**src/rtl/dmbs_pkg.sv**
```systemverilog
`timescale 1ns / 1ps

package dmbs_pkg;

    localparam int IMAGE_MAX_WIDTH_DEF  = 256;
    localparam int IMAGE_MAX_HEIGHT_DEF = 256;

    localparam int COORD_W  = 11;
    localparam int SIZE_W   = 13;
    localparam int BRIGHT_W = 17;
    localparam int QUEUE_DEPTH = 4;

    localparam logic [2:0] REG_IMAGE_WIDTH  = 3'd0;
    localparam logic [2:0] REG_IMAGE_HEIGHT = 3'd1;
    localparam logic [2:0] REG_SHIFT_X      = 3'd2;
    localparam logic [2:0] REG_SHIFT_Y      = 3'd3;
    localparam logic [2:0] REG_BRIGHTNESS   = 3'd4;

    typedef struct packed {
        logic                        is_load;
        logic signed [COORD_W-1:0]   ix;
        logic signed [COORD_W-1:0]   iy;
        logic [7:0]                  dx;
        logic [7:0]                  dy;
        logic                        single;
        logic signed [BRIGHT_W-1:0]  bright;
        logic [31:0]                 pixel;
    } t_qent;

    function automatic logic [SIZE_W-1:0] eff_size(input logic [8:0] reg_val,
                                                   input logic [SIZE_W-1:0] max_size);
        logic [SIZE_W-1:0] v;
        v = SIZE_W'(reg_val);
        if (v == '0) begin
            v = SIZE_W'(1);
        end else if (v > max_size) begin
            v = max_size;
        end
        return v;
    endfunction

    function automatic logic [SIZE_W-1:0] clamp_coord(input logic signed [COORD_W:0] c,
                                                      input logic [SIZE_W-1:0] n);
        logic [SIZE_W-1:0] r;
        if (c < 0) begin
            r = '0;
        end else if ($signed({1'b0, n}) <= $signed({{(SIZE_W-COORD_W){c[COORD_W]}}, c})) begin
            r = n - SIZE_W'(1);
        end else begin
            r = SIZE_W'(c);
        end
        return r;
    endfunction

    function automatic logic [7:0] sat8(input logic signed [BRIGHT_W+1:0] v);
        logic [7:0] r;
        if (v < 0) begin
            r = 8'd0;
        end else if (v > 255) begin
            r = 8'd255;
        end else begin
            r = v[7:0];
        end
        return r;
    endfunction

endpackage

```
**src/rtl/dmbs_queue.sv**
```systemverilog
`timescale 1ns / 1ps

module dmbs_queue (
    input  logic            i_clk,
    input  logic            i_rst_n,
    input  logic            i_push,
    output logic            o_push_ready,
    input  dmbs_pkg::t_qent i_ent,
    output logic            o_valid,
    input  logic            i_pop,
    output dmbs_pkg::t_qent o_ent
);

    localparam int PTR_W = $clog2(dmbs_pkg::QUEUE_DEPTH);

    dmbs_pkg::t_qent  r_buf [dmbs_pkg::QUEUE_DEPTH];
    logic [PTR_W-1:0] r_wptr;
    logic [PTR_W-1:0] r_rptr;
    logic [PTR_W:0]   r_count;

    logic do_push;
    logic do_pop;

    assign o_push_ready = r_count != (PTR_W+1)'(dmbs_pkg::QUEUE_DEPTH);
    assign o_valid      = r_count != '0;
    assign o_ent        = r_buf[r_rptr];
    assign do_push      = i_push && o_push_ready;
    assign do_pop       = i_pop && o_valid;

    always_ff @(posedge i_clk) begin
        if (!i_rst_n) begin
            r_wptr  <= '0;
            r_rptr  <= '0;
            r_count <= '0;
        end else begin
            if (do_push) begin
                r_wptr <= r_wptr + PTR_W'(1);
            end
            if (do_pop) begin
                r_rptr <= r_rptr + PTR_W'(1);
            end
            r_count <= r_count + (PTR_W+1)'(do_push) - (PTR_W+1)'(do_pop);
        end
        if (do_push) begin
            r_buf[r_wptr] <= i_ent;
        end
    end

endmodule

```
**config.mk**
```make
export PLATFORM = sky130hd
export DESIGN_NAME = dmbs_queue
export DESIGN_NICKNAME = d
export VERILOG_FILES = /design/src/rtl/dmbs_pkg.sv /design/src/rtl/dmbs_queue.sv
export SDC_FILE = /design/constraint.sdc
export NUM_CORES = 1
export LEC_CHECK = 0
export ABC_AREA = 0
export BUFFER_PORTS_ARGS = -buffer_cell sky130_fd_sc_hd__buf_2
export CORE_AREA = 5 5 189 191
export CTS_CLUSTER_SIZE = 24
export DETAILED_ROUTE_END_ITERATION = 7
export DIE_AREA = 0 0 194 196
export PLACE_DENSITY_LB_ADDON = 0.25
export SYNTH_ARGS = -nofsm -noshare
export SYNTH_HDL_FRONTEND = slang
export SYNTH_SLANG_ARGS = --single-unit
export TNS_END_PERCENT = 5
```
**constraint.sdc**
```tcl
create_clock -name i_clk -period 3.96 [get_ports i_clk]
set_input_delay 0.198 -clock i_clk [delete_from_list [all_inputs] [get_ports i_clk]]
set_output_delay 0.198 -clock i_clk [all_outputs]
set_load 0.01 [all_outputs]
```
# [Word level (Yosys, flattened, before mapping)]
# Memories as Yosys holds them, arrays and structs flattened. A register that Yosys moved wholly into a read port is not among the register bits.
# Cells that the tools add are included.
[totals] mem_bits_rw=356 word_cells=16 out_inout_bits=91 mem_count=1 ff_bits=7 in_bits=93
[classes] n_reduce_logical=3 muxes=4 n_eq_ne=1 n_addsub=4
[memory_table] memory="r_buf" depth=4 word_bits=89 rd=1 rd_ports_with_merged_regs=1 wr=1 line_no="dmbs_queue.sv:16" rtl="dmbs_pkg::t_qent r_buf [dmbs_pkg::QUEUE_DEPTH];"
[ops] operator="2-bit by 1-bit adder with 2-bit output (second input constant)" n=2
[ops] operator="2-bit 2-to-1 mux" n=2
[ops] operator="3-bit by 1-bit adder with 3-bit output" n=1
[ops] operator="3-bit inequality test (second input constant)" n=1
[ops] operator="3-bit nonzero test" n=1
[ops] operator="3-bit by 1-bit subtractor with 3-bit output" n=1
[ops] operator="1-bit logical AND" n=2
[ops] operator="1-bit 2-to-1 mux" n=2

# [Logic depth before layout (Yosys ltp)]
[depth] word_depth=4 depth_mapped=11

# [Least setup slack after synthesis]
# Ideal clock, no wire load.
[synth_path] path_type="register -> register" start="register r_count[1]" end="memory r_buf[0][0] in the netlist's numbering (enable)" setup_time_ns=0.457 slack_ns=0.509 path_buffers=0 period_less_slack_ns=3.451 t_arrival_ns=2.994 required_ns=3.503 path_stages_with_launch=4 path_cell_list="dfxtp_1 nor2_1 a21boi_1 and2_1"
[synth_between] elab_chain_len=4
[synth_lines] item="start: declaration" line_no="dmbs_queue.sv:19" rtl="logic [PTR_W:0] r_count;"
[synth_lines] item="start signal: assignment" line_no="dmbs_queue.sv:42" rtl="r_count <= r_count + (PTR_W+1)'(do_push) - (PTR_W+1)'(do_pop);"
[synth_lines] item="3-bit inequality test" line_no="dmbs_queue.sv:24" rtl="assign o_push_ready = r_count != (PTR_W+1)'(dmbs_pkg::QUEUE_DEPTH);"
[synth_lines] item="1-bit logical AND" line_no="dmbs_queue.sv:27" rtl="assign do_push = i_push && o_push_ready;"
[synth_lines] item="1-bit 2-to-1 mux" line_no="dmbs_queue.sv:44" rtl="if (do_push) begin"
[synth_lines] item="1-bit 2-to-1 mux (not written as such)" line_no="dmbs_queue.sv:45" rtl="r_buf[r_wptr] <= i_ent;"
[synth_lines] item="end: declaration" line_no="dmbs_queue.sv:16"
# No other way between the ends.

==> results.cfg <==
[layout]
multiInputGateArea_um2 = 2281
area_growth_pct = 27.32
layout-drive-gt1-share = 0.4064
final_area_um2 = 16920
fillers = 2741
finalNetCount = 917
seqCellArea_um2 = 10880
final_util = 0.4983

[floorplan]
die_area_um2 = 38020
core_area_um2 = 33950
die_h_um = 196
io_pins = 184
start_util = 0.3914
die_w_um = 194
rows = 68

[cts]
hold_buffers = 89
clock-sinks = 365
cts_tree = built
cts_max_level = 2
clk_pin_slew_ns = 0.06
post_cts_resized = 0
worstSkewPairLatency_ns = 0.51
post_cts_buffers = 0
numCtsBuffers = 38
clk_path_buf_depth = 3
root_buffer = clkbuf_16

[sta]
period_share = 0.6916
fmax_mhz = 365.1
slew_violations = 0
fin_crit_ns = 2.739
fin_tns_setup_ns = 0
max-slew-margin-rel = 0.4901
hold_viol = 0
tightest_slew_ns = 0.7649
finClkSkew_ns = 0.01466
rsz0062_at_grt = no
setup-violations-final = 0

[global_routing]
grt_util_all_layers = 0.1365
grt_pass1_wl_um = 40840
grt_max_degree = 58
grt_pass1_vias = 7020
grt_overflow = 0
grt_antenna_before_repair = 4

[routing]
via_per_inst = 4.845
finalWirelength_um = 26010
drc = 0
dr.pass1.iters = 4
ant_nets = 0
post_drt_wl_per_cell_um = 20.01
vias = 6299
drt_iter0_drc = 262

[place]
gp_congestion = 0.7581
dp_hpwl_um = 16180
post_dp_cell_area_um2 = 14800
place.port_buffers = 183

[yosys]
syn_nets = 613
yosysWarnings = 0
synth-simple-area-share = 0.006874
ys_seq_elements = 365
yosysSeqAreaShare = 0.8182
postSynthAreaPerCell_um2 = 25.90
synth_xor_area_frac = 0.002637
synth_area_leaders = edfxtp_1, mux4_2, dfxtp_1, ha_1, buf_2
syn_inst = 513
synth_cell_types = 21
synth_area_um2 = 13290
synth_compound_area_frac = 0.001883
synthMuxAreaShare = 0.1524
yosysTopAreaCell = edfxtp_1
netlist.area_leader.share = 0.8046
synth_top_family_by_area = multiplexers
yosys.area_share.adder = 0.007157

[power]
p_total_mw = 10.48
irDropWorstVdd_v = 0.0003879
p_leak_nw = 5.706
power.density_nw_per_um2 = 619.5

[job]
drv_cap = 0

[worst_setup_path]
cp-start-kind = flip-flop
cp.arrival_ns = 2.54
crit_type = flip-flop to output pin
critPathRequiredTime_ns = 3.76
crit_path_max_fanout = 34
endpoint_kind = output pin

[worst_hold_path]
holdCritPathClass = input port to flip-flop

[run_status]
status = finished clean
worst paths after layout:
check,from,cells past startpoint,end,slack (ns)
worst min-delay path,i_rst_n,2,r_rptr[0]$_SDFFE_PN0P_,0.03
worst min register to register,r_wptr[0]$_SDFFE_PN0P_,2,r_wptr[0]$_SDFFE_PN0P_,0.50
worst max-delay path,flip-flop,3,o_ent[86],1.22
worst max register to register,r_count[1]$_SDFF_PN0_,11,r_count[2]$_SDFF_PN0_,1.29
sequential cells by signal (all words and copies together), names as in the netlist, named ones only:
name and cells:
r_wptr 2, r_buf 356, r_rptr 2, r_count 3
synthesized netlist by cell type (all sizes together):
cell type  instances
clkbuf             8
nor2b              3
or3                1
xnor2              4
fa                 1
nor2               1
and2               7
ha                 6
buf               13
mux2i              2
dfxtp              9
o31a               1
nand2              5
inv                5
mux4              89
a21boi             1
edfxtp           356
o311ai             1
cells in the final DEF, fill, tap and decap left out, types with 2 or more instances in the layout:
cell and count:
ha_1 6, bufinv_16 3, xnor2_1 4, buf_2 183
dlygate4sd3_1 89, buf_4 10, and2_4 4, clkinvlp_4 2
dfxtp_1 7, clkbuf_16 41, mux4_2 89, and2_1 3
dfxtp_4 2, edfxtp_1 356, nor2b_1 3, clkinv_1 10
mux2i_1 2, clkbuf_1 5, inv_1 5, buf_12 3
clkinv_2 4, nand2_1 5
cell type report:
class | count | share of cell area
Sequential cell | 365 | 0.6430
Multi-Input combinational cell | 122 | 0.1348
Tap cell | 455 | 0.03365
Timing Repair Buffer | 285 | 0.1148
Clock buffer | 46 | 0.06176
Antenna cell | 1 | 0.0001479
Inverter | 5 | 0.001109
Clock inverter | 21 | 0.01065
per-layer routing:
metal | wire length (um) | track usage | vias up
met5 | 22 | 0 | -
met4 | 530 | 0.03568 | 6
met3 | 1537 | 0.03778 | 47
met2 | 13290 | 0.2316 | 178
met1 | 10630 | 0.1759 | 3266
li1 | - | - | 2802
cells by family after synthesis:
logic type / after synthesis
AOI/OAI and AO/OA: 3
xor gates and xnor gates: 4
adders and majority gates: 7
buffers and inverters: 26
DFF: 365
muxes: 91
and+or+nand+nor: 17
where the power goes:
part           leakage [nW]  internal, mW  switching (mW)
registers              3.34          4.68           0.165
logic                  1.78          1.08            1.13
clock network         0.594          2.07            1.36
total                  5.71          7.83            2.65
through the flow:
step | setup WS, ns | cells | hold slack [ns]
after floorplan | 0.5088 | 513 | 0.2969
after CTS | 1.118 | 1299 | 0.008162
after global placement | 1.398 | 1143 | 0.4069
after global routing | 1.002 | 1300 | 0.01548
final | 1.221 | 1300 | 0.03064
after detailed placement | 1.268 | 1143 | 0.4161
worst max-delay path, cell delays in order (launching register included):
cell	delay, ns
dfxtp_4	0.57
buf_4	0.63
mux4_2	0.62
buf_2	0.16
(Power assumes the default switching activity.)
