## src/rtl/dmbs_pkg.sv

```systemverilog
`timescale 1ns / 1ps

package dmbs_pkg;

    localparam int IMAGE_MAX_WIDTH_DEF  = 256;
    localparam int IMAGE_MAX_HEIGHT_DEF = 256;

    localparam int COORD_W  = 11;
    localparam int SIZE_W   = 13;
    localparam int BRIGHT_W = 17;
    localparam int QUEUE_DEPTH = 4;

    localparam logic [2:0] REG_IMAGE_WIDTH  = 3'd0;
    localparam logic [2:0] REG_IMAGE_HEIGHT = 3'd1;
    localparam logic [2:0] REG_SHIFT_X      = 3'd2;
    localparam logic [2:0] REG_SHIFT_Y      = 3'd3;
    localparam logic [2:0] REG_BRIGHTNESS   = 3'd4;

    typedef struct packed {
        logic                        is_load;
        logic signed [COORD_W-1:0]   ix;
        logic signed [COORD_W-1:0]   iy;
        logic [7:0]                  dx;
        logic [7:0]                  dy;
        logic                        single;
        logic signed [BRIGHT_W-1:0]  bright;
        logic [31:0]                 pixel;
    } t_qent;

    function automatic logic [SIZE_W-1:0] eff_size(input logic [8:0] reg_val,
                                                   input logic [SIZE_W-1:0] max_size);
        logic [SIZE_W-1:0] v;
        v = SIZE_W'(reg_val);
        if (v == '0) begin
            v = SIZE_W'(1);
        end else if (v > max_size) begin
            v = max_size;
        end
        return v;
    endfunction

    function automatic logic [SIZE_W-1:0] clamp_coord(input logic signed [COORD_W:0] c,
                                                      input logic [SIZE_W-1:0] n);
        logic [SIZE_W-1:0] r;
        if (c < 0) begin
            r = '0;
        end else if ($signed({1'b0, n}) <= $signed({{(SIZE_W-COORD_W){c[COORD_W]}}, c})) begin
            r = n - SIZE_W'(1);
        end else begin
            r = SIZE_W'(c);
        end
        return r;
    endfunction

    function automatic logic [7:0] sat8(input logic signed [BRIGHT_W+1:0] v);
        logic [7:0] r;
        if (v < 0) begin
            r = 8'd0;
        end else if (v > 255) begin
            r = 8'd255;
        end else begin
            r = v[7:0];
        end
        return r;
    endfunction

endpackage

```

## src/rtl/dmbs_front.sv

```systemverilog
`timescale 1ns / 1ps

module dmbs_front (
    input  logic                       i_clk,
    input  logic                       i_rst_n,
    input  logic                       i_valid,
    output logic                       o_ready,
    input  logic                       i_cmd,
    input  logic [55:0]                i_data,
    input  logic signed [23:0]         i_shift_x,
    input  logic signed [23:0]         i_shift_y,
    input  logic [7:0]                 i_level,
    output logic                       o_push,
    input  logic                       i_push_ready,
    output dmbs_pkg::t_qent            o_ent
);

    logic               r_valid;
    logic               r_cmd;
    logic [7:0]         r_px;
    logic [7:0]         r_py;
    logic [31:0]        r_pixel;
    logic signed [32:0] r_prod_x;
    logic signed [32:0] r_prod_y;
    logic signed [17:0] r_bright;

    logic signed [8:0]  d;
    logic signed [32:0] adj_x;
    logic signed [32:0] adj_y;
    logic signed [26:0] sx;
    logic signed [26:0] sy;
    logic signed [26:0] fx;
    logic signed [26:0] fy;
    logic               direct;

    assign d = $signed(9'({1'b0, i_data[55:48]}) - 9'd128);
    assign o_ready = !r_valid || i_push_ready;
    assign o_push = r_valid;

    always_ff @(posedge i_clk) begin
        if (!i_rst_n) begin
            r_valid <= 1'b0;
        end else if (o_ready) begin
            r_valid <= i_valid;
        end
        if (i_valid && o_ready) begin
            r_cmd    <= i_cmd;
            r_px     <= i_data[7:0];
            r_py     <= i_data[15:8];
            r_pixel  <= {i_data[23:16], i_data[31:24], i_data[39:32], i_data[47:40]};
            r_prod_x <= 33'(i_shift_x * d);
            r_prod_y <= 33'(i_shift_y * d);
            r_bright <= 18'(d * $signed({1'b0, i_level}));
        end
    end

    always_comb begin
        adj_x  = r_prod_x[32] ? r_prod_x + 33'sd127 : r_prod_x;
        adj_y  = r_prod_y[32] ? r_prod_y + 33'sd127 : r_prod_y;
        sx     = 27'(adj_x >>> 7);
        sy     = 27'(adj_y >>> 7);
        fx     = $signed({3'b000, r_px, 16'h0000}) - sx;
        fy     = $signed({3'b000, r_py, 16'h0000}) - sy;
        direct = (sx == '0) && (sy == '0);

        o_ent.is_load = !r_cmd;
        o_ent.pixel   = r_pixel;
        if (!r_cmd || direct) begin
            o_ent.ix     = $signed({{(dmbs_pkg::COORD_W-8){1'b0}}, r_px});
            o_ent.iy     = $signed({{(dmbs_pkg::COORD_W-8){1'b0}}, r_py});
            o_ent.dx     = 8'd0;
            o_ent.dy     = 8'd0;
            o_ent.bright = '0;
        end else begin
            o_ent.ix     = fx[26:16];
            o_ent.iy     = fy[26:16];
            o_ent.dx     = fx[15:8];
            o_ent.dy     = fy[15:8];
            o_ent.bright = r_bright[dmbs_pkg::BRIGHT_W-1:0];
        end
        o_ent.single = (o_ent.dx == 8'd0) && (o_ent.dy == 8'd0);
    end

endmodule

```

## config.mk

```make
export PLATFORM = sky130hd
export DESIGN_NAME = dmbs_front
export DESIGN_NICKNAME = d
export VERILOG_FILES = /design/src/rtl/dmbs_pkg.sv /design/src/rtl/dmbs_front.sv
export SDC_FILE = /design/constraint.sdc
export NUM_CORES = 1
export LEC_CHECK = 0
export BUFFER_PORTS_ARGS = -buffer_cell sky130_fd_sc_hd__buf_2
export CORE_UTILIZATION = 57
export CTS_CLUSTER_DIAMETER = 30
export CTS_CLUSTER_SIZE = 20
export DETAILED_ROUTE_END_ITERATION = 10
export PLACE_DENSITY = 0.77
export SETUP_SLACK_MARGIN = 0.2
export SLEW_MARGIN = 0
export SYNTH_ARGS = -nofsm -noshare
export SYNTH_HDL_FRONTEND = slang
export SYNTH_SLANG_ARGS = --single-unit
```

## constraint.sdc

```tcl
create_clock -name i_clk -period 6.7 [get_ports i_clk]
set_input_delay 1.34 -clock i_clk [delete_from_list [all_inputs] [get_ports i_clk]]
set_output_delay 1.34 -clock i_clk [all_outputs]
set_load 0.02 [all_outputs]
```

# Word level (Yosys, flattened, before mapping)
# Cells that the tools add are included.
dict set report word_totals {
  reg_bits 133
  in_bits 117
}
dict set report classes {
  n_addsub 5
  mul 3
  mux 4
  n_reduce_logical 11
}
# operator count
set ops {}
lappend ops {{adder 33 x 8 -> 33 bit (second input constant)} 2}
lappend ops {{multiplier 24 x 9 -> 33 bit} 2}
lappend ops {{two-way mux 33 bit} 2}
lappend ops {{logical NOT 27 bit} 2}
lappend ops {{subtractor 25 x 26 -> 27 bit} 2}
lappend ops {{two-way mux 38 bit} 1}
lappend ops {{multiplier 9 x 9 -> 17 bit} 1}
lappend ops {{two-way mux 17 bit} 1}
lappend ops {{logical NOT 8 bit} 2}
lappend ops {{subtractor 8 x 8 -> 9 bit (second input constant)} 1}
lappend ops {{logical AND 1 bit} 3}
lappend ops {{logical NOT 1 bit} 2}
lappend ops {{logical OR 1 bit} 2}

# Longest topological paths before layout
# Gate-level depths: netlist of run 1.
dict set report depth {
  word_depth 8
  ltp_mapped 23
  mapped_depth_nobuf 21
}

# Least setup slack after synthesis of run 1
# Ideal clock, no wire load.
dict set report synth_path {
  path_type {input to register}
  startpoint {input i_data[48]}
  endpoint {register r_prod_x[31] (data pin)}
  setup_ns 0.258
  arrival_time_ns 6.396
  required_time_ns 6.442
  path_slack_ns 0.047
  path_stages 21
  cell_sequence {clkbuf_1 clkbuf_1 nand2_1 fa_1 inv_1 fa_1 fa_1 fa_1 inv_1 fa_1 inv_1 ha_1 o21a_1 o31a_1 o21ai_0 o31ai_1 o211ai_1 nand3_1 a31o_2 a21oi_1 xnor2_1}
}
dict set report synth_via {
  elab_chain_cells 2
}
# item line
set synth_rtl {}
lappend synth_rtl {{start, declared} dmbs_front.sv:9} ;# input logic [55:0] i_data,
lappend synth_rtl {{subtractor 8 x 8 -> 9 bit} dmbs_front.sv:36} ;# assign d = $signed(9'({1'b0, i_data[55:48]}) - 9'd128);
lappend synth_rtl {{multiplier 24 x 9 -> 33 bit} dmbs_front.sv:51} ;# r_prod_x <= 33'(i_shift_x * d);
lappend synth_rtl {{end signal, assigned} dmbs_front.sv:51}
lappend synth_rtl {{end, declared} dmbs_front.sv:23} ;# logic signed [32:0] r_prod_x;
# Every way passes these cells.
# A chain may end at the register's enable or synchronous reset.

# Worst setup path in the final report of run 1
dict set report layout_path {
  startpoint {input i_data[51]}
  endpoint {register r_prod_x[32] (data pin)}
}
# The elaborated chain is that of the path after synthesis.

==> metrics.yaml, run 1 <==
status: "finished clean"
routedWlPerCell_um: 17.52
power_leakage_nw: 12.08
required_ns: 6.87
clockRootBuffer: "clkbuf_16"
slowest_stage: "fa_1"
antenna_found_initial: 2
drt-total-wl_mm: 52.89
cts-buffers-inserted: 17
ys_types: 70
drive_gt1_share_pct: 13.24
fmax_mhz: 159.7
num_vias: 16797
start_kind: "input port"
tightest_slew_ns: 1.110
synth_area_um2: 22640
area_growth_syn_to_layout_pct: 11.53
min_path_type: "reg -> reg"
clock-sinks: 133
ys_warn_count: 0
die_area_um2: 40520
grt_pass1_vias: 17790
synth-seq-cells: 133
relSlewSlack_pct: 26.02
powerDensity_nw_per_um2: 479.2
fp.dieW_um: 201.3
start_util_pct: 58.18
synth-main-ff-cell: "edfxtp_1"
coreArea_um2: 38920
nets: 3194
cp_cell_sequence: "buf_2, buf_12, nand2_1, fa_1, fa_1, inv_1, fa_1, fa_1, inv_1, fa_1, inv_1, ha_1, o21ai_0, o2111ai_2, nand4_1, nand4_1, a31oi_1, a221oi_2, a21o_1, a21oi_1, xnor2_1"
hold_viol: 0
reg2reg_setup_slack_ns: 4.27
rows: 72
multi_input_area_um2: 17200
grt_max_degree: 89
finalClockSkew_ns: 0.01334
crit_top_cell: "fa_1"
fin_tns_setup_ns: 0
synthArstFlopShare_pct: 0
io_pins: 208
synth_edf_count: 132
cp.arrival_ns: 6.43
drt_iter0_drc: 919
cts_max_level: 4
synth_nets: 2982
tritoncts: "done"
path_clk_slew_ns: 0.06
drtAntennaViolNets: 0
layout_worst_path_cycle_share_pct: 93.44
seqCellArea_um2: 3984
cts_setup_buffers: 0
placedInstanceArea_um2: 24570
design_area_um2: 25250
syn_area_per_cell_um2: 9.952
final_max_slew_viol_count: 0
syn_inst: 2275
synth-seq-area-share_pct: 17.60
grt_first_pass_wirelength_mm: 88.52
min_period_ns: 6.261
irDropWorstVdd_mv: 0.3352
rsz0062_at_grt: "true"
end_kind: "register"
clock_path_buffers: 2
drv_cap: 0
worstSetupPathType: "in -> reg"
crit_buf_inv: 5
die_h_um: 201.3
cp_max_fo: 39
vias_per_cell: 5.564
drc: 0
grt_usage_pct: 27.45
hold_buffers: 0
fillers: 3071
grt.overflow.total: 0
finalSetupViolations: 0
numPortBuffers: 207
globalplace.congestion: 0.9368
path_delay_family: "adder cells"
hpwl_mm: 43.92
cpPeakStageDelay_ns: 0.55
first_pass_iters: 5
clk_latency_ns: 0.43
cts_resized: 0
-- registers in the layout (all words and copies together) (netlist names) --
register and count:
r_prod_x 33, r_prod_y 33, r_pixel 32, r_bright 17
r_px 8, r_py 8, o_push 1, r_cmd 1
-- path summary, 6_finish.rpt --
| kind | from | endpoint | cells after the start |
|---|---|---|---|
| worst max-delay path | i_data[51] | r_prod_x[32] | 21 |
| worst min-delay path | o_push | o_push | 2 |
| worst max register to register | o_push | r_prod_y[28] | 3 |
| worst min register to register | o_push | o_push | 2 |
-- layer usage --
metal / routed length, um / track usage (%)
met4: 1062 / 7.495
met1: 21970 / 35.69
met3: 3788 / 5.750
met2: 26060 / 46.63
met5: 17 / 0
-- Yosys cell counts, drive strengths merged (3+ instances only) --
master,instances,area share [%]
a2111oi,3,0.15
a211oi,13,0.45
a21boi,3,0.099
a21o,17,0.56
a21oi,59,1.3
a31o,5,0.19
a31oi,11,0.30
a41oi,3,0.12
and2,242,6.7
and3,9,0.27
and4,4,0.15
buf,7,0.19
clkbuf,69,1.1
edfxtp,132,18
fa,406,36
ha,184,10
inv,322,5.3
mux2i,3,0.13
nand2,241,4.0
nand2b,19,0.52
nand3,25,0.55
nand4,21,0.61
nor2,114,1.9
nor2b,60,1.7
nor3,30,0.66
nor3b,9,0.30
nor4,13,0.44
nor4b,3,0.12
o2111ai,3,0.12
o211ai,3,0.099
o21a,9,0.30
o21ai,49,1.1
o21bai,8,0.27
o31a,7,0.27
o31ai,10,0.33
o41ai,3,0.20
or2,9,0.25
or3,9,0.25
or4,3,0.099
xnor2,83,3.2
xor2,33,1.3
-- cell families after synthesis --
kind of cell    synth area share [%]
flops                          17.60
buf+inv                        6.681
compound gates                 6.372
mux                           0.1824
xor+xnor                       4.487
simple gates                   18.61
fa+ha+maj                      46.07
-- metrics by stage --
stage / hold slack, ns / power [mW] / util (%) / std cells / setup WS, ns
2_1_floorplan: 0.7496 / 8.279 / - / 2275 / 0.2055
5_1_grt: 0.5867 / 13.21 / 64.88 / 3018 / 0.1342
3_5_place_dp: 0.5429 / 10.87 / 63.14 / 2986 / -0.2088
6_report: 0.5496 / 12.10 / 64.88 / 3019 / 0.4393
3_3_place_gp: 0.5242 / 10.57 / 63.14 / 2986 / -0.07952
4_1_cts: 0.5549 / 11.95 / 64.70 / 3018 / 0.2559
-- worst reg2reg max path, cell delays in order, from the launching register on --
cell      delay, ns
dfxtp_1        0.31
nand2b_1       0.11
and2_4         0.91
buf_4          0.72
-- where the power goes --
group / switching (mW) / leakage [nW] / internal, mW
clock: 0.390 / 0.290 / 0.590
combinational: 5.17 / 10.5 / 4.10
sequential: 0.232 / 1.29 / 1.61
total: 5.80 / 12.1 / 6.30
-- cells in the final DEF (no fill, tap or decap), types with 10 or more instances in the layout --
cell type	instances
a211oi_1	10
a21o_1	17
a21oi_1	59
a31oi_1	11
and2_1	241
buf_2	203
buf_4	54
clkbuf_16	17
edfxtp_1	132
fa_1	406
ha_1	184
inv_1	321
nand2_1	241
nand2b_1	19
nand3_1	25
nand4_1	20
nor2_1	114
nor2b_1	60
nor3_1	30
nor4_1	10
o21ai_0	43
xnor2_1	83
xor2_1	33
-- area by class of cell --
type,count,area share (%)
multi-input combinational,1744,68.10
timing repair buffer,269,6.357
clock inverter,14,0.6987
inverter,322,4.787
tap,518,2.567
antenna,1,0.009910
sequential,133,15.78
clock buffer,18,1.700
No activity file was read; power rests on OpenSTA's default activity.
==> run 2, diff against run 1 <==
--- a/config.mk
+++ b/config.mk
@@ -5,10 +5,11 @@
 export SDC_FILE = /design/constraint.sdc
 export NUM_CORES = 1
 export LEC_CHECK = 0
+export ABC_AREA = 1
 export BUFFER_PORTS_ARGS = -buffer_cell sky130_fd_sc_hd__buf_2
 export CORE_UTILIZATION = 57
 export CTS_CLUSTER_DIAMETER = 30
-export CTS_CLUSTER_SIZE = 20
+export CTS_CLUSTER_SIZE = 25
 export DETAILED_ROUTE_END_ITERATION = 10
 export PLACE_DENSITY = 0.77
 export SETUP_SLACK_MARGIN = 0.2
==> run 2 against run 1 <==
Effect of this change: register-to-register slack lost 0.03 ns; die area up 10%; total power up 2.5%; wire length is 15% higher; sequential power grew 3%; setup slack better by 0.023 ns; hold slack got worse by 0.0011 ns; highest routed layer unchanged.
==> metrics.yaml, run 2 <==
status: "finished clean"
final_cell_count_no_fill: 3907
start_util_pct: 57.92
grt_pass1_vias: 20817
relSlewSlack_pct: 30.90
hold_ws_ns: 0.5486
grt_first_pass_wirelength_mm: 100.9
layout_commonest_cell: "nand2_1"
routedWlPerCell_um: 15.55
pre_cts_slack_ns: -0.08960
ys_warn_count: 0
drtAntennaViolNets: 0
yosysTopAreaCell: "fa_1"
tightest_slew_ns: 1.037
cts_setup_buffers: 0
clock-sinks: 133
cp_max_fo: 9
power_leakage_nw: 15.43
synth_nets: 3850
synthArstFlopShare_pct: 0
ys_types: 52
first_pass_iters: 5
reg.largest.list: "r_prod_x: 33 flops, r_prod_y: 33 flops, r_pixel: 32 flops"
hold_viol: 0
rows: 76
cp.arrival_ns: 6.45
fin_ws_ns: 0.4624
clk_latency_ns: 0.49
reg2reg_from: "o_push"
irDropWorstVdd_mv: 0.2841
worstSetupPathType: "in -> reg"
vias_per_cell: 5.201
finalPower_mw: 12.41
design_area_um2: 27360
clock_path_buffers: 2
drt-total-wl_mm: 60.76
layout_worst_path_cycle_share_pct: 93.10
io_pins: 208
drv_cap: 0
fmax_mhz: 160.3
finish.utilization_pct: 63.38
syn_inst: 3143
syn_area_per_cell_um2: 7.956
synth-main-ff-cell: "edfxtp_1"
synth-seq-area-share_pct: 15.93
path_clk_slew_ns: 0.06
numPortBuffers: 207
grt.overflow.total: 0
hpwl_mm: 51.05
grt_max_degree: 79
finalSetupViolations: 0
drt_iter0_drc: 1397
antenna_found_initial: 13
drc: 0
synth-seq-cells: 133
die_h_um: 211.5
fillers: 3825
ff2ff_path_depth: 3
coreArea_um2: 43170
synth_area_um2: 25010
clockRootBuffer: "clkbuf_16"
tritoncts: "done"
endpoint: "r_prod_y[29]"
start_kind: "input port"
dp.cells: 3869
nets: 4010
drive_gt1_share_pct: 11.46
cts-buffers-inserted: 17
synth_commonest_cells: "nand2_1, inv_1, fa_1, nor2_1, ha_1"
cts_max_level: 4
placedInstanceArea_um2: 26750
globalplace.congestion: 0.9216
finalClockSkew_ns: 0.01577
synth_edf_count: 132
crit_start: "i_data[48]"
min_path_type: "reg -> reg"
reg2reg_setup_slack_ns: 4.24
area_growth_syn_to_layout_pct: 9.432
final_max_slew_viol_count: 0
rr_endpoint: "r_bright[11]"
fin_tns_setup_ns: 0
fp.dieW_um: 211.5
powerDensity_nw_per_um2: 453.5
synth_most_common_cell: "nand2_1"
required_ns: 6.91
synth_area_leaders: "fa_1, edfxtp_1, nand2_1"
grt_usage_pct: 28.80
final_cell_mix: "nand2_1, inv_1, fa_1"
end_kind: "register"
num_vias: 20320
die_area_um2: 44710
rsz0062_at_grt: "false"
yosys.area.top_type_share_pct: 32.50
min_period_ns: 6.238
==> run 2: cell count changes after synthesis, sizes merged, moves of 22 or more <==
| cell | delta |
|---|---|
| inv | +420 |
| xnor2 | -41 |
| nand3 | +80 |
| nor2 | +171 |
| a21oi | +37 |
| nand2 | +546 |
| xor2 | +22 |
| and2 | -239 |
| buf | +33 |
| nor2b | -60 |
==> run 2: routing by layer <==
layer	global-route usage (%)	up-vias	part of all wire [%]
met5	0	-	0.15
met4	8.071	14	1.9
met3	6.750	97	8.2
met2	46.67	674	47
met1	38.67	9820	43
li1	-	9715	-
==> run 2: cell type report <==
class                   instances  area, um^2  area share, %
flip-flops and latches        133        3984          14.56
multi-input cells            2143       17740          64.84
diodes                          6       15.01        0.05487
well taps                     585       732.0          2.675
clock buffers                  17       425.4          1.555
clock inverters                15       166.4         0.6081
inverters                     743        2789          10.19
repair buffers                265        1509          5.514
==> run 2: logic make-up after synthesis <==
| logic type | count (synthesis) | synth area share (%) |
|---|---|---|
| AND/OR/NAND/NOR | 1254 | 21.23 |
| buffers and inverters | 867 | 13.18 |
| adder cells (fa/ha/maj) | 590 | 41.71 |
| AO/OA/AOI/OAI | 201 | 4.503 |
| flip-flops | 133 | 15.93 |
| XOR/XNOR | 97 | 3.398 |
| multiplexers | 1 | 0.04003 |
==> run 2: worst min-delay path by stage <==
| stage | to | startpoint | slack (ns) | cells after the start |
|---|---|---|---|---|
| floorplan | o_push | o_push | 0.74 | 2 |
| global placement | o_push | o_push | 0.52 | 2 |
| detailed placement | o_push | o_push | 0.55 | 2 |
| CTS | o_push | o_push | 0.56 | 2 |
| global route | o_push | o_push | 0.58 | 2 |
| finish | o_push | o_push | 0.55 | 2 |
==> run 2: timing repair <==
item                                    CTS  global route
endpoints found under the setup margin    0             6
hold buffers                              0             0
gates resized for setup                   0             6
==> run 2: power breakdown <==
group / internal, mW / switching (mW)
clock: 0.554 / 0.418
sequential: 1.63 / 0.284
combinational: 3.76 / 5.76
==> run 2: worst max-delay path, cell delays in order <==
cell and delay [ns]:
buf_2 0.19, buf_4 0.22, buf_4 0.18, nand2_1 0.08, fa_1 0.55, inv_1 0.05, fa_1 0.51, inv_1 0.06
fa_1 0.53, inv_1 0.05, fa_1 0.35, inv_1 0.08, fa_1 0.41, inv_1 0.07, ha_1 0.19, nand2_1 0.06
o21ai_0 0.27, a21boi_1 0.15, o21bai_1 0.24, a21oi_2 0.11, o21bai_1 0.26, a21oi_1 0.15, o21ai_0 0.24, xor2_1 0.11
==> run 3, diff against run 2 <==
--- a/config.mk
+++ b/config.mk
@@ -7,11 +7,13 @@
 export LEC_CHECK = 0
 export ABC_AREA = 1
 export BUFFER_PORTS_ARGS = -buffer_cell sky130_fd_sc_hd__buf_2
-export CORE_UTILIZATION = 57
+export CORE_UTILIZATION = 58
+export CTS_BUF_LIST = sky130_fd_sc_hd__clkbuf_8
 export CTS_CLUSTER_DIAMETER = 30
 export CTS_CLUSTER_SIZE = 25
 export DETAILED_ROUTE_END_ITERATION = 10
-export PLACE_DENSITY = 0.77
+export PLACE_DENSITY = 0.78
+export RECOVER_POWER = 25
 export SETUP_SLACK_MARGIN = 0.2
 export SLEW_MARGIN = 0
 export SYNTH_ARGS = -nofsm -noshare
==> run 3 against run 2 <==
Effect of this change: the flow now finishes with violations (capacitance limit, slew limit); setup slack gained 0.014 ns; critical path depth is 2 lower; clock power is 20% lower; largest cell class unchanged.
==> metrics.yaml, run 3 (synthesized netlist as in run 2, its figures left out) <==
clk_latency_ns: 0.54
reg.largest.list: "r_prod_x: 33 flops, r_prod_y: 33 flops, r_pixel: 32 flops"
num_vias: 20425
first_pass_iters: 5
fmax_mhz: 160.7
grt_usage_pct: 29.25
reg2reg_setup_slack_ns: 3.29
finalClockSkew_ns: 0.03306
final_max_slew_viol_count: 133
nets: 4014
clockRootBuffer: "clkbuf_8"
layout_commonest_cell: "nand2_1"
hold_buffers: 0
slowest_stage: "fa_1"
cp_cell_sequence: "buf_2, inv_1, buf_4, nand2_1, fa_1, fa_1, inv_1, fa_1, fa_1, inv_1, fa_1, inv_1, ha_1, a21oi_1, o21ai_1, a21boi_1, o21bai_1, a21oi_1, o21bai_1, a21oi_1, o21ai_0, xor2_1"
fin_ws_ns: 0.4767
cts-buffers-inserted: 17
hpwl_mm: 50.65
routedWlPerCell_um: 15.92
final_cell_mix: "nand2_1, inv_1, fa_1"
hold_ws_ns: 0.5565
end_kind: "register"
path_depth: 22
required_ns: 6.98
path_clk_slew_ns: 0.10
pwr-share-seq_pct: 15.7
min_delay_path_depth: 2
min_path_type: "reg -> reg"
relSlewSlack_pct: -125.6
globalplace.congestion: 0.9659
drtAntennaViolNets: 0
tritoncts: "done"
vias_per_cell: 5.290
fin_tns_setup_ns: 0
min-delay-start: "o_push"
cp_max_fo: 10
ff2ff_path_depth: 2
clock_path_buffers: 2
io_pins: 208
coreArea_um2: 42230
clock-sinks: 133
start_util_pct: 59.21
drt_iter0_drc: 1404
status: "finished, violations left"
min_period_ns: 6.223
grt_first_pass_wirelength_mm: 102.0
drive_gt1_share_pct: 11.45
cp.arrival_ns: 6.51
power.switching_mw: 6.465
area_growth_syn_to_layout_pct: 8.606
antenna_found_initial: 7
crit_top_cell: "fa_1"
crit_buf_inv: 6
numPortBuffers: 207
grt.overflow.total: 0
endpoint: "r_prod_y[29]"
power_leakage_nw: 15.38
drc: 0
die_area_um2: 43950
violations: "capacitance limit, slew limit"
rsz0062_at_grt: "false"
irDropWorstVdd_mv: 0.3359
grt_max_degree: 133
powerDensity_nw_per_um2: 450.4
drv_cap: 1
worstSetupPathType: "in -> reg"
rows: 75
path_delay_family: "adder cells"
finish.utilization_pct: 64.31
cts_setup_buffers: 0
rr_endpoint: "r_prod_y[4]"
p_int_mw: 5.766
drt-total-wl_mm: 61.46
p_clk_share_pct: 6.3
die_h_um: 209.6
cpPeakStageDelay_ns: 0.50
fp.dieW_um: 209.6
crit_start: "i_data[55]"
grt_pass1_vias: 20968
layout_worst_path_cycle_share_pct: 92.88
finalPower_mw: 12.23
start_kind: "input port"
tightest_slew_ns: 3.383
cts_max_level: 4
finalSetupViolations: 0
pwr-share-comb_pct: 78.0
pre_cts_slack_ns: -0.1028
p_sw_share_pct: 52.86
hold_viol: 0
reg2reg_from: "o_push"
[run 3: repair_timing]
item / in CTS / in global routing
hold endpoints to repair: 0 / 0
setup endpoints to repair: 0 / 5
resized for setup: 0 / 9
[run 3: per-stage QoR]
stage,std cells,area [um^2]
4_1_cts,3858,27150
5_1_grt,3859,27150
3_5_place_dp,3827,26730
6_report,3861,27160
2_1_floorplan,3143,25030
3_3_place_gp,3827,26730
[run 3: worst min-delay path by stage]
stage               slack [ns]      to
floorplan                 0.74  o_push
global placement          0.53  o_push
detailed placement        0.55  o_push
CTS                       0.56  o_push
global route              0.58  o_push
finish                    0.56  o_push
[run 3: power by group through the flow]
stage | registers (mW) | clock network, mW | logic (mW)
3_3_place_gp | 1.91 | 0 | 9.21
4_1_cts | 1.91 | 0.791 | 9.52
2_1_floorplan | 1.81 | 0 | 6.97
3_5_place_dp | 1.93 | 0 | 9.40
5_1_grt | 1.96 | 0.812 | 10.8
6_report | 1.92 | 0.774 | 9.54
[run 3: area by class of cell]
cell class	instances	area (um^2)
timing repair buffer	269	1555
sequential	133	3984
fill	3553	15070
antenna	3	7.507
clock inverter	14	177.7
multi-input combinational	2143	17740
inverter	743	2789
tap	539	674.4
clock buffer	17	234.0
[run 3: worst min-delay path, delay by kind of cell (launching register included)]
family / cells / cell delay [ns]
AND/OR/NAND/NOR: 1 / 0.09
AO/OA/AOI/OAI: 1 / 0.07
flip-flops: 1 / 0.35
[run 3: metal layers]
layer  up-vias  track usage (%)  share of wire [%]
li1       9708                -                  -
met1      9798            40.00                 43
met2       796            47.03                 46
met3       115            6.315                8.4
met4         8            8.382                1.9
met5         -                0              0.093
